`src/hw/rtl/atmd_pkg.sv`:
```
package atmd_pkg;
  localparam int unsigned ChanW     = 8;
  localparam int unsigned TexelW    = 32;
  localparam int unsigned AsumW     = 10;
  localparam int unsigned AccW      = 18;
  localparam int unsigned QuotW     = 8;
  localparam logic [AsumW-1:0] OpaqueSumMin = 10'd510;
  localparam logic [ChanW-1:0] AlphaOpaque  = 8'd255;

  typedef struct packed {
    logic [2:0][AccW-1:0] rem;
    logic [AsumW-1:0]     div;
    logic [2:0][QuotW-1:0] quo;
    logic                 opaque;
  } cell_data_t;
endpackage

```
`src/hw/rtl/alpha_tested_mip_downsample_unit.sv`:
```
// alpha-tested 2x2 mip downsample
// channels: pulse start with the four quad texels while busy is low; each
//   texel is rgba8 with red in bits 7:0 and alpha in 31:24
// busy is always low: one item is accepted every cycle
// results appear with out_valid high for one cycle, after start passes
//   through the prep register for the alpha sums and weighted sums, then a row
//   of eight restoring-division cells, one quotient bit per cell, msb first,
//   then the output register
// throughput: one item per cycle, fully pipelined
// out_alpha is 255 when the alpha bytes sum to at least 510, else 0, and
//   colour is zero for a transparent result
// reset clears the valid bits of every stage; items in flight are dropped
// the receiver cannot stall, so no backpressure exists in the pipeline
module alpha_tested_mip_downsample_unit
  import atmd_pkg::*;
(
  input  logic              clk,
  input  logic              rst_n,
  input  logic              start,
  output logic              busy,
  input  logic [TexelW-1:0] in_texel_top_left,
  input  logic [TexelW-1:0] in_texel_top_right,
  input  logic [TexelW-1:0] in_texel_bottom_left,
  input  logic [TexelW-1:0] in_texel_bottom_right,
  output logic              out_valid,
  output logic [ChanW-1:0]  out_red,
  output logic [ChanW-1:0]  out_green,
  output logic [ChanW-1:0]  out_blue,
  output logic [ChanW-1:0]  out_alpha
);
  logic [QuotW:0] vld;
  cell_data_t     data [QuotW+1];
  logic           out_valid_r;
  logic [ChanW-1:0] red_r, green_r, blue_r, alpha_r;

  assign busy = 1'b0;

  atmd_prep u_prep (
    .clk(clk), .rst_n(rst_n), .vld_in(start),
    .texels({in_texel_bottom_right, in_texel_bottom_left,
             in_texel_top_right, in_texel_top_left}),
    .vld_r(vld[0]), .data_r(data[0])
  );

  for (genvar g = 0; g < QuotW; g++) begin : g_cell
    atmd_cell #(.Bit(QuotW - 1 - g)) u_cell (
      .clk(clk), .rst_n(rst_n), .vld_in(vld[g]), .data_in(data[g]),
      .vld_r(vld[g+1]), .data_r(data[g+1])
    );
  end

  always_ff @(posedge clk) begin
    if (!rst_n) begin
      out_valid_r <= 1'b0;
    end else begin
      out_valid_r <= vld[QuotW];
    end
    red_r   <= data[QuotW].opaque ? data[QuotW].quo[0] : '0;
    green_r <= data[QuotW].opaque ? data[QuotW].quo[1] : '0;
    blue_r  <= data[QuotW].opaque ? data[QuotW].quo[2] : '0;
    alpha_r <= data[QuotW].opaque ? AlphaOpaque : '0;
  end

  assign out_valid = out_valid_r;
  assign out_red   = red_r;
  assign out_green = green_r;
  assign out_blue  = blue_r;
  assign out_alpha = alpha_r;
endmodule

```
`src/hw/rtl/atmd_prep.sv`:
```
module atmd_prep
  import atmd_pkg::*;
(
  input  logic                       clk,
  input  logic                       rst_n,
  input  logic                       vld_in,
  input  logic [3:0][TexelW-1:0]     texels,
  output logic                       vld_r,
  output cell_data_t                 data_r
);
  logic [AsumW-1:0] asum;
  logic [AsumW-1:0] wsum;
  logic [2:0][AccW-1:0] acc;
  logic [2:0][AccW-1:0] plain;
  cell_data_t data_nxt;
  logic vld_nxt;

  always_comb begin
    asum = '0;
    wsum = '0;
    acc = '0;
    plain = '0;
    for (int i = 0; i < 4; i++) begin
      asum = asum + AsumW'(texels[i][31:24]);
      for (int k = 0; k < 3; k++) begin
        plain[k] = plain[k] + AccW'(texels[i][8*k +: 8]);
      end
      if (texels[i][31]) begin
        wsum = wsum + AsumW'(texels[i][31:24]);
        for (int k = 0; k < 3; k++) begin
          acc[k] = acc[k] + AccW'({8'h00, texels[i][8*k +: 8]} * {8'h00, texels[i][31:24]});
        end
      end
    end
    data_nxt.opaque = (asum >= OpaqueSumMin);
    data_nxt.quo = '0;
    if (wsum != '0) begin
      data_nxt.rem = acc;
      data_nxt.div = wsum;
    end else begin
      data_nxt.rem = plain;
      data_nxt.div = AsumW'(4);
    end
    vld_nxt = vld_in;
  end

  always_ff @(posedge clk) begin
    if (!rst_n) begin
      vld_r <= 1'b0;
    end else begin
      vld_r <= vld_nxt;
    end
    data_r <= data_nxt;
  end
endmodule

```
`src/hw/rtl/atmd_cell.sv`:
```
module atmd_cell
  import atmd_pkg::*;
#(
  parameter int unsigned Bit = 0
) (
  input  logic       clk,
  input  logic       rst_n,
  input  logic       vld_in,
  input  cell_data_t data_in,
  output logic       vld_r,
  output cell_data_t data_r
);
  cell_data_t data_nxt;
  logic [AccW-1:0] sh;

  always_comb begin
    data_nxt = data_in;
    sh = AccW'(data_in.div) << Bit;
    for (int k = 0; k < 3; k++) begin
      if (data_in.rem[k] >= sh && (data_in.div >> (AccW - Bit)) == '0) begin
        data_nxt.rem[k] = data_in.rem[k] - sh;
        data_nxt.quo[k][Bit] = 1'b1;
      end
    end
  end

  always_ff @(posedge clk) begin
    if (!rst_n) begin
      vld_r <= 1'b0;
    end else begin
      vld_r <= vld_in;
    end
    data_r <= data_nxt;
  end
endmodule

```
`config.mk`:
```
export PLATFORM = sky130hd
export DESIGN_NAME = alpha_tested_mip_downsample_unit
export DESIGN_NICKNAME = d
export VERILOG_FILES = /design/src/hw/rtl/atmd_pkg.sv /design/src/hw/rtl/alpha_tested_mip_downsample_unit.sv /design/src/hw/rtl/atmd_prep.sv /design/src/hw/rtl/atmd_cell.sv
export SDC_FILE = /design/constraint.sdc
export NUM_CORES = 2
export LEC_CHECK = 0
export BUFFER_PORTS_ARGS = -buffer_cell sky130_fd_sc_hd__buf_2
export CAP_MARGIN = 20
export CORE_AREA = 2 2 590 299
export CTS_CLUSTER_DIAMETER = 50
export DETAILED_ROUTE_END_ITERATION = 10
export DIE_AREA = 0 0 592 301
export REMOVE_ABC_BUFFERS = 1
export SLEW_MARGIN = 20
export SYNTH_ARGS = -nofsm -noshare
export SYNTH_HDL_FRONTEND = slang
export SYNTH_HIERARCHICAL = 1
export SYNTH_SLANG_ARGS = --single-unit
```
`constraint.sdc`:
```
create_clock -name clk -period 15.4 [get_ports clk]
set_input_delay 2.31 -clock clk [delete_from_list [all_inputs] [get_ports clk]]
set_output_delay 2.31 -clock clk [all_outputs]
set_load 0.05 [all_outputs]
```
==> metrics.md <==
| Metric | Value |
|---|---|
| Status | completed |
| Layout cells sized above 1 | 0.107 |
| Residual DRC | 0 |
| Final period utilization | 0.972 |
| Layout area overhead | 10.9% |
| Post-Syn Instances | about 7200 |
| Fin. max-slew vios | 0 |
| Rel. slew slack | 0.254 |
| Worst path slowest cell | fa_1 |
| Worst R2R Path Depth | 8 |
| Final setup viols | 0 |
| Worst path max stage delay | roughly 0.53 ns |
| Final ANT Viol Nets | 0 |
| Routed WL | 198000 um |
| Nets | 9043 |
| Worst hold path class | flip-flop to flip-flop |
| Sink of the worst hold path | g_cell[5].u_cell/data_r[5]$_DFF_P_ |
| Measured slew at the worst slew-check pin | between 1 and 1.5 ns |
| Startpoint types | input pin |
| Ports | roughly 170 |
| TritonCTS clock tree | built |
| Critical Path RT | 15.93 ns |
| DR vias/cell | 5.24 |
| Total congestion overflow | 0 |
| Met1 WL | between 100000 and 150000 um |
| Gpl congestion | 0.951 |
| Buf/Inv on CP | 13 |
| Pin count of the biggest net entering global routing | 64 |
| CP Max Fanout | 13 |
| Router iterations before antenna repair | 6 |
| Initial antenna violation count | 17 |
| Root Driver | clkbuf_16 |
| Initial DRC Count | just under 5000 |
| Starting Density | 0.383 |
| Fill cell count | ~17000 |
| Global-route wire length before repair | ~300000 um |
| Post-DP HPWL | 165000 um |
| Yosys warnings | 6 |
| Hold Buf Count CTS | 0 |
| Top achievable clock speed | 66.8 MHz |
| WHS Path Cells | 0 |
| Chip width | around 590 um |
| Post-layout minimum cycle time | 14.96 ns |
| Cts bufs inserted | 67 |
| CTS max path bufs | 3 |
| Most used cell, CP | fa_1 |
| Max H-tree Level | 3 |
| R2r startpoint | g_cell[5].u_cell/data_r[26]$_DFF_P_ |
| Vias in the first global route | 51400 |
| Final Hold Vio Count | 0 |
| Die area | between 150000 and 200000 um2 |
| Final Hold Slack | between 0.3 and 0.4 ns |
| Cell Area, Synth | ~66000 um2 |
| Clock Latency Late Sink | ~0.65 ns |
| # clock sinks | 748 |
| Max Cap Viol | 0 |
| CP Class | input pin to flip-flop |
| Port Buffer Count | about 160 |
| Number of cell rows | between 100 and 150 |
| Core Region | ~170000 um2 |
| Detail-routed net length per standard cell | ~20 um |
| Crit path DAT | 15.49 ns |
| Clock-pin slew on the worst setup and hold paths | 0.07 ns |
| Cell Area, Placed | around 71000 um2 |
| Aggregate global-route resource usage | 0.224 |
| Final instance area | 73400 um2 |
| R2r endpoint | g_cell[6].u_cell/data_r[58]$_DFF_P_ |
| Met2 WL | a little under 70000 um |
| Met3 routed WL | roughly 22000 um |
| Top layer in use | met4 |
| Clock skew | between 0.02 and 0.03 ns |
| CP delay by family, top | adder cells |
| Endpoint type of the worst setup path | flip-flop |
| Average size of a mapped cell | between 9 and 10 um2 |
| Worst hold path startpoint | g_cell[4].u_cell/data_r[5]$_DFF_P_ |
| Vias after detailed routing | 51700 |
| Reg2reg setup slack | 11.58 ns |
| Die span in y | 301 um |
[registers in the layout, summed over array words and instances, names as in the netlist]
name                  count
out_alpha                 1
g_cell.u_cell/vld_r       8
u_prep/data_r            65
u_prep/vld_r              1
out_red                   8
out_valid                 1
out_blue                  8
out_green                 8
g_cell.u_cell/data_r    648
[worst reg2reg max path, stage by stage (launching register included)]
cell and delay (ns):
dfxtp_1 0.66, inv_1 0.34, ha_1 0.39, nor2b_1 0.14, o2111ai_1 0.24, o21ai_0 0.37
o31ai_2 0.73, and2_0 0.62, o31ai_1 0.19
[placed cells by master, fill, tap and decap left out, drive strengths merged, types with 50 or more instances in the layout]
master	n
a211oi	66
a21o	115
a21oi	330
and2	442
buf	393
clkbuf	87
dfxtp	748
fa	652
ha	765
inv	1012
mux2	151
mux2i	50
nand2	676
nand2b	80
nand3	87
nor2	356
nor2b	51
nor3	98
o21a	72
o21ai	285
xnor2	212
xor2	122
[worst max path at each step]
stage,startpoint,endpoint,cells after the start
2_1_floorplan,in_texel_top_left[11],u_prep/data_r[70]$_SDFF_PP0_,50
3_3_place_gp,in_texel_top_left[26],u_prep/data_r[70]$_SDFF_PP0_,52
3_5_place_dp,in_texel_top_left[26],u_prep/data_r[87]$_SDFF_PP0_,56
4_1_cts,in_texel_top_left[26],u_prep/data_r[87]$_SDFF_PP0_,56
5_1_grt,in_texel_top_left[26],u_prep/data_r[52]$_SDFF_PP0_,56
6_report,in_texel_top_left[26],u_prep/data_r[87]$_SDFF_PP0_,54
[per-layer routing]
metal  up-vias  GRT usage
met3       159     0.0640
met1     25200      0.378
met4         0     0.0291
met2      1905      0.272
met5         -          0
li1      24500          -
[layout make-up]
cell class / count / area, um2 / share of cell area
Multi-Input combinational cell: 5276 / 46700 / 0.637
Timing Repair Buffer: 396 / 2620 / 0.0357
Inverter: 1006 / 3780 / 0.0515
Clock buffer: 84 / 1870 / 0.0255
Sequential cell: 748 / 15000 / 0.204
Tap cell: 2310 / 2890 / 0.0394
Clock inverter: 38 / 507 / 0.00691
Antenna cell: 7 / 17.5 / 0.000239
[metrics by stage]
stage          setup WS (ns)  TNS [ns]  utilization  std cells
2_1_floorplan          0.206         0            -       7030
3_3_place_gp          -0.523     -1.48        0.410       9732
3_5_place_dp          -0.545     -4.64        0.410       9732
4_1_cts               0.0621         0        0.424       9854
5_1_grt              -0.0421   -0.0575        0.425       9860
6_report               0.438         0        0.425       9865
[timing repair]
action | in CTS | in global routing
setup endpoints to repair | 0 | 23
setup buffers | 0 | 5
resized for setup | 0 | 55
Power is not shown: default switching activity piles up to over one toggle a cycle in this logic, so the estimate is an artifact.
